$ cat config.mk
export PLATFORM = sky130hd
export DESIGN_NAME = chi_ram
export DESIGN_NICKNAME = d
export VERILOG_FILES = /design/src/sv/chi_ram.sv
export SDC_FILE = /design/constraint.sdc
export NUM_CORES = 1
export LEC_CHECK = 0
export BUFFER_PORTS_ARGS = -buffer_cell sky130_fd_sc_hd__buf_2
export CORE_ASPECT_RATIO = 0.8
export CORE_UTILIZATION = 50
export DETAILED_ROUTE_END_ITERATION = 8
export GPL_TIMING_DRIVEN = 0
export PLACE_DENSITY_LB_ADDON = 0.2
export SLEW_MARGIN = 20
export SYNTH_ARGS = -nofsm -noshare
export SYNTH_HDL_FRONTEND = slang
export SYNTH_SLANG_ARGS = --single-unit
$ cat constraint.sdc
create_clock -name clk -period 1.8 [get_ports clk]
set_clock_uncertainty 0.1 [all_clocks]
set_input_delay 0.09 -clock clk [delete_from_list [all_inputs] [get_ports clk]]
set_output_delay 0.09 -clock clk [all_outputs]
set_load 0.02 [all_outputs]
$ cat src/sv/chi_ram.sv
// ----------------------------------------------------------------------------
// chi_ram
// Generic simple dual-port RAM with one write port and a registered read.
// ----------------------------------------------------------------------------
module chi_ram #(
	parameter int WIDTH = 8,
	parameter int DEPTH = 16
) (
	input  logic                     clk,
	input  logic                     we,
	input  logic [$clog2(DEPTH)-1:0] waddr,
	input  logic [WIDTH-1:0]         wdata,
	input  logic                     re,
	input  logic [$clog2(DEPTH)-1:0] raddr,
	output logic [WIDTH-1:0]         rdata
);

	logic [WIDTH-1:0] mem [DEPTH];

	always_ff @(posedge clk) begin
		if (we) begin
			mem[waddr] <= wdata;
		end
		if (re) begin
			rdata <= mem[raddr];
		end
	end

endmodule

==> metrics.md <==
| Metric | Value |
|---|---|
| Largest net degree at the start of global routing | 17 |
| Resized Gates After CTS | 0 |
| Initial antenna violation count | 0 |
| Sequential area share after synthesis | 78.1% |
| First-pass GRT wire length | 14.9 mm |
| Hold Path Class | input pin to flip-flop |
| CP top delay family | multiplexers |
| Clk sinks | 136 |
| Pre-CTS WS | -0.0857 ns |
| H-tree Lvls | 4 |
| N_diodes | 0 |
| Worst skew pair latency | 0.41 ns |
| Leakage Power | 0.00211 µW |
| Critical path class | flip-flop to flip-flop |
| Drt initial violations | 225 |
| Relative slew margins | 46.0% |
| Status | completed |
| Buffer depth of the longest clock path | 2 |
| CP startpoint kind | flip-flop |
| Avg WL per Cell | 23.3 µm |
| Overall Global Routing Usage | 20.8% |
| Reg2reg end | rdata[0]$_DFFE_PP_ |
| Synth Register Bits | 136 |
| Max incr delay on CP | 0.57 ns |
| Fmax | 603 MHz |
| Crit path buf inv count | 0 |
| Core Area | 9890 µm² |
| Ports | 27 |
| Reg2reg path depth | 3 |
| Hold depth | 2 |
| Arrival time at the worst endpoint | 1.70 ns |
| Vias in the first global route | 2427 |
| Worst Path Required | 1.84 ns |
| Initial Util | 52.9% |
| Hold Startpoint | waddr[1] |
| Die Y | 93.5 µm |
| Clock tree root buffer cell | clkbuf_16 |
| Netlist Area Pre-Place | 5230 µm² |
| Drt pass-1 iters | 4 |
| Peak VDD IR | 1180 µV |
| Gpl congestion | 0.679 |
| RSZ-0062 raised after global routing | false |
| Count leader, synth | edfxtp_1 |
| Hold EP | mem[4][0]$_DFFE_PP_ |
| CTS tree | built |
| Synth cell types | 18 |
| Synth top area cells | edfxtp_1 78%, mux4_2 7.8%, mux4_1 7.0%, a22oi_1 2.3%, nor2_1 0.93% |
| Power Dens Cells | 1220 nW/µm² |
| Post-DP HPWL | 6.14 mm |
| Final Hold Vio Count | 0 |
| CP endpoint kind | flip-flop |
| Top_reg_cell synth | edfxtp_1 |
| Synthesized net count | 248 |
| Row count | 32 |
| Max-cap violations | 0 |
| Max FO, Critical Path | 1 |
| Share of the synthesized area in the top cell type | 78.1% |
| Global route overflow | 0 |
| Slew Viols, Final | 0 |
| Synthesis Warnings | 0 |
| EDFF count, synth | 136 |
| Die W | 116 µm |
| Period minus WS final | 1.66 ns |
| Post-layout net count | 301 |
| Total power | 7660 µW |
| R2R setup slack | 0.14 ns |
| Number of port buffers | 25 |
| Post-synth top cells | 136 x edfxtp_1, 18 x mux4_2, 16 x a22oi_1 |
| Full die area | 10900 µm² |
| Least-Margin Pin Slew | 0.808 ns |
| Syn Inst Count | 229 |
| Worst path slowest cell | mux4_1 |
| Vias | 2439 |
| Period Utilization, post-route | 92.1% |
| Area grow syn2layout | 19.9% |
| Share of cells above drive strength 1 | 30.2% |
| FF-to-FF Start | mem[5][0]$_DFFE_PP_ |
| Mapped Avg Cell Area | 22.8 µm² |
| Critical path cell sequence | mux4_1, a22oi_1, nand2_1 |
| Final ANT Viol Nets | 0 |
| Async SR Flop Fraction | 0% |
| Final setup fails | 0 |
| Vias per inst | 5.66 |
| Wirelength, routed | 10.0 mm |
| Reg clk slew, reported paths | 0.06 ns |
| Setup ws final | 0.143 ns |
| Num CTS Buffers | 17 |
| DRC | 0 |
| Biggest area consumer among synthesized cells | edfxtp_1 |
-- layer usage --
layer  global-route usage, %  part of all wire, %
met1                    31.8                   47
met2                    28.9                   46
met5                       0                    0
met3                    6.22                  6.1
met4                    6.09                 0.89
-- how the worst max path moves through the flow --
| stage | start | endpoint | slack [ns] | cells after the start |
|---|---|---|---|---|
| after floorplan | waddr[2] | mem[0][0]$_DFFE_PP_ | 0.12 | 2 |
| after global placement | waddr[2] | mem[0][7]$_DFFE_PP_ | -0.51 | 3 |
| after detailed placement | waddr[2] | mem[1][7]$_DFFE_PP_ | -0.09 | 3 |
| after CTS | mem[5][0]$_DFFE_PP_ | rdata[0]$_DFFE_PP_ | 0.12 | 3 |
| after global routing | mem[8][1]$_DFFE_PP_ | rdata[1]$_DFFE_PP_ | 0.11 | 3 |
| final | mem[5][0]$_DFFE_PP_ | rdata[0]$_DFFE_PP_ | 0.14 | 3 |
-- layout make-up --
type	count	area, µm²
Fill cell	690	3620
Multi-Input combinational cell	83	1080
Clock buffer	17	425
Clock inverter	15	208
Sequential cell	136	4080
Tap cell	136	170
Timing Repair Buffer	34	215
Buffer	10	86.3
-- what timing repair did --
item	4_1_cts	5_1_grt
hold endpoints to repair	128	0
buffers inserted	0	0
hold buffers	9	0
-- sequential cells by signal, summed over array words and instances (netlist names) --
register / cells
mem: 128
rdata: 8
-- through the flow --
step | setup TNS (ns) | cell area, µm² | util, % | hold slack (ns) | cells
final | 0 | 6270 | 63.4 | 0.103 | 431
after global routing | 0 | 6270 | 63.4 | 0.104 | 431
after detailed placement | -1.97 | 5540 | 56.0 | 0.347 | 390
after CTS | 0 | 6270 | 63.4 | 0.0901 | 431
after floorplan | 0 | 5230 | - | 0.0889 | 229
after global placement | -7.51 | 5520 | 55.8 | 0.335 | 390
-- cell usage in the layout, fill, tap and decap left out --
| master | n |
|---|---|
| clkinvlp_4 | 2 |
| a22oi_1 | 16 |
| and2b_1 | 1 |
| clkinv_4 | 1 |
| and2_1 | 1 |
| buf_6 | 3 |
| mux4_2 | 18 |
| or3b_2 | 1 |
| clkinv_2 | 6 |
| dlygate4sd3_1 | 9 |
| buf_2 | 28 |
| mux4_1 | 14 |
| nor2b_1 | 1 |
| clkinv_1 | 1 |
| nand3_1 | 1 |
| nand3b_1 | 2 |
| edfxtp_1 | 136 |
| clkdlybuf4s25_2 | 3 |
| nand2b_1 | 2 |
| clkbuf_16 | 17 |
| nor3_2 | 4 |
| bufinv_16 | 5 |
| nor2_1 | 13 |
| nand2_1 | 9 |
| buf_4 | 1 |
-- power by group --
part           leakage, µW  switching [µW]  internal (µW)  total [µW]
clock             0.000310            1270           2440        3710
sequential         0.00124            14.8           3570        3580
combinational     0.000560             222            151         373
-- cells by family (layout without fill, tap and decap cells) --
kind of cell / Yosys count / count (layout) / synth area share (%)
flip-flops: 136 / 136 / 78.1
multiplexers: 32 / 32 / 14.8
AND/OR/NAND/NOR: 35 / 35 / 3.14
buffers and inverters: 10 / 76 / 1.65
AO/OA/AOI/OAI: 16 / 16 / 2.30
No activity file was read; power rests on OpenSTA's default activity.
