File: src/sv/chi_pkg.sv
// ----------------------------------------------------------------------------
// chi_pkg
// Shared types, constants and helpers for the cell hash intern block.
// ----------------------------------------------------------------------------
package chi_pkg;

	localparam int TABLE_DEPTH = 1024;
	localparam int SLOT_W      = $clog2(TABLE_DEPTH);
	localparam int INDEX_W     = 10;
	localparam int COUNT_W     = 24;
	localparam int COORD_W     = 21;
	localparam int KEY_W       = 3 * COORD_W;

	localparam logic signed [32:0] COORD_BIAS = 33'sd1048576;
	localparam logic signed [32:0] COORD_MAX  = 33'sd2097151;

	localparam logic [63:0] HASH_ADD = 64'h9e3779b97f4a7c15;
	localparam logic [63:0] HASH_M1  = 64'hbf58476d1ce4e5b9;
	localparam logic [63:0] HASH_M2  = 64'h94d049bb133111eb;

	// Request kinds. The fourth code behaves as a lookup.
	localparam logic [1:0] MODE_INTERN = 2'd0;
	localparam logic [1:0] MODE_LOOKUP = 2'd1;
	localparam logic [1:0] MODE_CLEAR  = 2'd2;

	// Result status codes.
	localparam logic [2:0] STAT_FOUND    = 3'd0;
	localparam logic [2:0] STAT_INSERTED = 3'd1;
	localparam logic [2:0] STAT_MISS     = 3'd2;
	localparam logic [2:0] STAT_FULL     = 3'd3;
	localparam logic [2:0] STAT_CLEARED  = 3'd4;

	// One table entry as stored in the slot memory.
	typedef struct packed {
		logic               used;
		logic [KEY_W-1:0]   key;
		logic [INDEX_W-1:0] index;
		logic [COUNT_W-1:0] tally;
	} slot_t;

	localparam int SLOT_BITS = $bits(slot_t);

	// Bias a signed coordinate by 2^20 and clamp it into 21 bits.
	function automatic logic [COORD_W-1:0] biased_axis(input logic [31:0] raw);
		logic signed [32:0] v;
		v = $signed({raw[31], raw}) + COORD_BIAS;
		if (v < 0) begin
			return '0;
		end else if (v > COORD_MAX) begin
			return '1;
		end
		return v[COORD_W-1:0];
	endfunction

endpackage

File: src/sv/chi_hash.sv
// ----------------------------------------------------------------------------
// chi_hash
// Iterative 64-bit mixing finalizer built around one shared 32x32 multiplier.
// ----------------------------------------------------------------------------
module chi_hash import chi_pkg::*; (
	input  logic              clk,
	input  logic              arst_n,
	input  logic              start,
	input  logic [KEY_W-1:0]  key,
	output logic              done,
	output logic [SLOT_W-1:0] slot
);

	typedef enum logic [3:0] {
		H_IDLE = 4'b0001,
		H_MIX  = 4'b0010,
		H_MUL  = 4'b0100,
		H_FIN  = 4'b1000
	} hash_state_t;

	hash_state_t      hst_q;
	logic             round_q;
	logic [1:0]       cnt_q;
	logic             done_q;
	logic [63:0]      h_q;
	logic [63:0]      a_q;
	logic [63:0]      prod_q;
	logic [SLOT_W-1:0] slot_q;

	logic [63:0] mult_c;
	logic [31:0] mul_a;
	logic [31:0] mul_b;
	logic [63:0] mul_p;
	logic [63:0] mix;
	logic [63:0] fin;

	// The low 64 bits of a product need aL*cL, aL*cH and aH*cL only.
	assign mult_c = round_q ? HASH_M2 : HASH_M1;
	assign mul_a  = (cnt_q == 2'd2) ? a_q[63:32] : a_q[31:0];
	assign mul_b  = (cnt_q == 2'd1) ? mult_c[63:32] : mult_c[31:0];
	assign mul_p  = 64'(mul_a) * 64'(mul_b);
	assign mix    = round_q ? (h_q ^ (h_q >> 27)) : (h_q ^ (h_q >> 30));
	assign fin    = h_q ^ (h_q >> 31);

	always_ff @(posedge clk or negedge arst_n) begin
		if (!arst_n) begin
			hst_q   <= H_IDLE;
			round_q <= 1'b0;
			cnt_q   <= '0;
			done_q  <= 1'b0;
		end else begin
			done_q <= 1'b0;
			unique case (hst_q)
				H_IDLE: begin
					if (start) begin
						round_q <= 1'b0;
						hst_q   <= H_MIX;
					end
				end
				H_MIX: begin
					cnt_q <= '0;
					hst_q <= H_MUL;
				end
				H_MUL: begin
					cnt_q <= cnt_q + 2'd1;
					if (cnt_q == 2'd3) begin
						if (round_q) begin
							hst_q <= H_FIN;
						end else begin
							round_q <= 1'b1;
							hst_q   <= H_MIX;
						end
					end
				end
				H_FIN: begin
					done_q <= 1'b1;
					hst_q  <= H_IDLE;
				end
				default: hst_q <= H_IDLE;
			endcase
		end
	end

	always_ff @(posedge clk) begin
		if (hst_q == H_IDLE && start) begin
			h_q <= {1'b0, key} + HASH_ADD;
		end
		if (hst_q == H_MIX) begin
			a_q <= mix;
		end
		if (hst_q == H_MUL) begin
			if (cnt_q != 2'd3) begin
				prod_q <= mul_p;
			end
			if (cnt_q == 2'd1) begin
				h_q <= prod_q;
			end else if (cnt_q != 2'd0) begin
				h_q[63:32] <= h_q[63:32] + prod_q[31:0];
			end
		end
		if (hst_q == H_FIN) begin
			slot_q <= fin[SLOT_W-1:0];
		end
	end

	assign done = done_q;
	assign slot = slot_q;

endmodule

File: config.mk
export PLATFORM = sky130hd
export DESIGN_NAME = chi_hash
export DESIGN_NICKNAME = d
export VERILOG_FILES = /design/src/sv/chi_pkg.sv /design/src/sv/chi_hash.sv
export SDC_FILE = /design/constraint.sdc
export NUM_CORES = 2
export LEC_CHECK = 0
export BUFFER_PORTS_ARGS = -buffer_cell sky130_fd_sc_hd__buf_2
export CORE_ASPECT_RATIO = 1.5
export CORE_MARGIN = 2
export CORE_UTILIZATION = 60
export CTS_CLUSTER_SIZE = 14
export DETAILED_ROUTE_END_ITERATION = 10
export HOLD_SLACK_MARGIN = 0.03
export PLACE_DENSITY = 0.88
export SYNTH_ARGS = -nofsm -noshare
export SYNTH_HDL_FRONTEND = slang
export SYNTH_SLANG_ARGS = --single-unit
File: constraint.sdc
create_clock -name clk -period 12.45 [get_ports clk]
set_input_delay 1.245 -clock clk [delete_from_list [all_inputs] [get_ports clk]]
set_output_delay 1.245 -clock clk [all_outputs]
set_load 0.05 [all_outputs]
==> impl_metrics.json <==
{
  "clock.fmax_mhz": 89.6,
  "grt_max_degree": 86,
  "grt_usage_pct": 42.6,
  "drc": 0,
  "clk_latency_ps": 510,
  "fin_nets": 5518,
  "routed_via_density": 6.10,
  "syn_area_um2": 40700,
  "synth_ff_type": "edfxtp_1",
  "crit_end": "prod_q[61]$_DFFE_PP_",
  "arrival_ps": 11400,
  "critPathCaptureType": "flip-flop",
  "grt_pass1_wl_mm": 214,
  "rr_endpoint": "prod_q[61]$_DFFE_PP_",
  "clk_path_buf_depth": 3,
  "drt-total-wl_mm": 144,
  "post-cts-setup-buffer-count": 0,
  "fp.coreArea_um2": 66900,
  "min_path_cells": 2,
  "cp_num_buf_inv": 6,
  "postSynthCellCount": 4246,
  "post_drt_wl_per_cell_um": 27.9,
  "synth_top_area_cell": "fa_1",
  "numCtsBuffers": 23,
  "cts_htree_levels": 1,
  "clk_pin_slew_ps": 70,
  "rsz0062_at_grt": "false",
  "io_pins": 77,
  "fin_crit_ps": 11160,
  "dieArea_um2": 69900,
  "setup_tns_ps": 0,
  "final_cell_mix": "inv_1, fa_1, ha_1, nor2_1, nand2_1",
  "yosys-top-cells-area": "fa_1, ha_1, edfxtp_1, inv_1, nor2_1",
  "setup_viol": 0,
  "root_buffer": "clkbuf_16",
  "synth_edf_count": 138,
  "synthArstFlopShare_pct": 3.81,
  "required_ps": 12690,
  "crit_path_start": "cnt_q[0]$_DFFE_PN0P_",
  "syn-num-nets": 5499,
  "drive_gt1_share_pct": 5.14,
  "cp_max_fo": 16,
  "slew_headroom_pct": 8.41,
  "synth.distinct_cells": 90,
  "antenna_found_initial": 3,
  "r2r_setup_slack_ps": 1290,
  "cp_common_cell": "fa_1",
  "cts_tree": "built",
  "io_buffers": 76,
  "period_share_pct": 89.7,
  "synth_warnings": 0,
  "route.vias.total": 31500,
  "cp_slowest_cell": "mux2i_1",
  "tightest_slew_ps": 1370,
  "fin_skew_ps": 10.4,
  "layout_commonest_cell": "inv_1",
  "hp-class": "flip-flop to flip-flop",
  "cts_resized": 0,
  "status": "completed",
  "syn_avg_cell_area_um2": 9.58,
  "yosys_register_bits": 210,
  "slew_violations": 0,
  "synth-seq-area-share_pct": 13.8,
  "yosys.area.top_type_share_pct": 39.4,
  "crit_type": "flip-flop to flip-flop",
  "dieWidth_um": 217,
  "cp_slowest_stage_delay_ps": 840,
  "drtIter0Drc": 3183,
  "ctsHoldBuffers": 0,
  "die_y_um": 323,
  "first_pass_iters": 7,
  "initial_utilization_pct": 60.8,
  "hold_viol_final": 0,
  "final_antenna_net_count": 0,
  "overflow": 0,
  "cp_num_cells": 30,
  "r2r_start": "cnt_q[0]$_DFFE_PN0P_",
  "num_rows": 116,
  "syn2layout_area_growth_pct": 5.23,
  "drv_cap": 0,
  "dp_hpwl_mm": 120,
  "critPathLaunchType": "flip-flop",
  "gp_congestion": 1.06,
  "ff2ff_path_depth": 30,
  "cts_sinks": 210,
  "cp_top_family": "adder cells",
  "first_global_vias": 34200
}
==> synthesized netlist by cell type (10+ instances only) <==
cell type and n:
o22ai_1 19, buf_1 18, nand2_1 258, o21ai_0 148
mux2_2 21, fa_1 801, inv_1 1054, nand3_1 33
a211oi_1 14, nor3_1 37, a21oi_1 175, nand2b_1 31
ha_1 386, xor2_1 61, a221oi_1 10, o21a_1 19
nor4_1 11, o211ai_1 11, a21o_1 56, and3_1 18
nor3b_1 11, dfxtp_1 64, clkbuf_1 101, a31oi_1 12
o21bai_1 23, nor2_1 348, xnor2_1 129, or2_2 10
edfxtp_1 138, mux2i_1 51
==> tightest hold or removal path, delay by kind of cell (launching register included) <==
kind               cells  cell delay, ps
AOI/OAI and AO/OA      2             150
DFF                    1             320
==> worst min path at each step <==
stage | from | end | slack (ps)
6_report | prod_q[60]$_DFFE_PP_ | h_q[60]$_DFF_P_ | 500
5_1_grt | prod_q[36]$_DFFE_PP_ | h_q[36]$_DFF_P_ | 500
4_1_cts | prod_q[36]$_DFFE_PP_ | h_q[36]$_DFF_P_ | 490
3_5_place_dp | prod_q[36]$_DFFE_PP_ | h_q[36]$_DFF_P_ | 480
3_3_place_gp | prod_q[36]$_DFFE_PP_ | h_q[36]$_DFF_P_ | 470
2_1_floorplan | prod_q[51]$_DFFE_PP_ | h_q[51]$_DFF_P_ | 420
==> sequential cells by signal, indices dropped and copies added, names as in the netlist <==
register,cells
hst_q,4
slot,10
done,1
a_q,64
cnt_q,2
round_q,1
prod_q,64
h_q,64
==> metrics by stage <==
stage	utilization (%)	hold slack, ps	setup WS, ps	std cells	cell area [µm²]
after global routing	64.0	503	886	5166	42800
final	64.0	498	1290	5167	42800
after floorplan	-	418	2910	4246	40700
after global placement	62.9	466	1790	5125	42100
after CTS	64.0	493	1520	5166	42800
after detailed placement	62.9	475	1580	5125	42100
==> layer usage <==
layer	wire, µm	GRT usage [%]
met2	67700	69.8
met4	17000	37.8
met3	13300	8.26
met1	46100	47.5
met5	27	0
==> area by class of cell <==
type | instances | area, µm²
fillers | 5439 | 24100
diodes | 1 | 2.50
clock buffers | 31 | 646
multi-input cells | 2858 | 30700
repair buffers | 115 | 698
well taps | 885 | 1110
clock inverters | 10 | 83.8
flip-flops and latches | 210 | 5630
inverters | 1057 | 3970
==> cell families (layout without fill, tap and decap cells) <==
family,after synthesis,in the layout,share of synthesized area (%)
adder cells (fa/ha/maj),1187,1187,51.3
buffers and inverters,1178,1213,10.9
AND/OR/NAND/NOR,821,821,8.88
AO/OA/AOI/OAI,587,587,9.14
flip-flops,210,210,13.8
XOR/XNOR,190,190,4.09
multiplexers,73,73,1.86
other,0,1,0
Power is left out: the tool's default activity adds up to more than one toggle a clock period on the data nets, which glitch-free logic cannot reach.
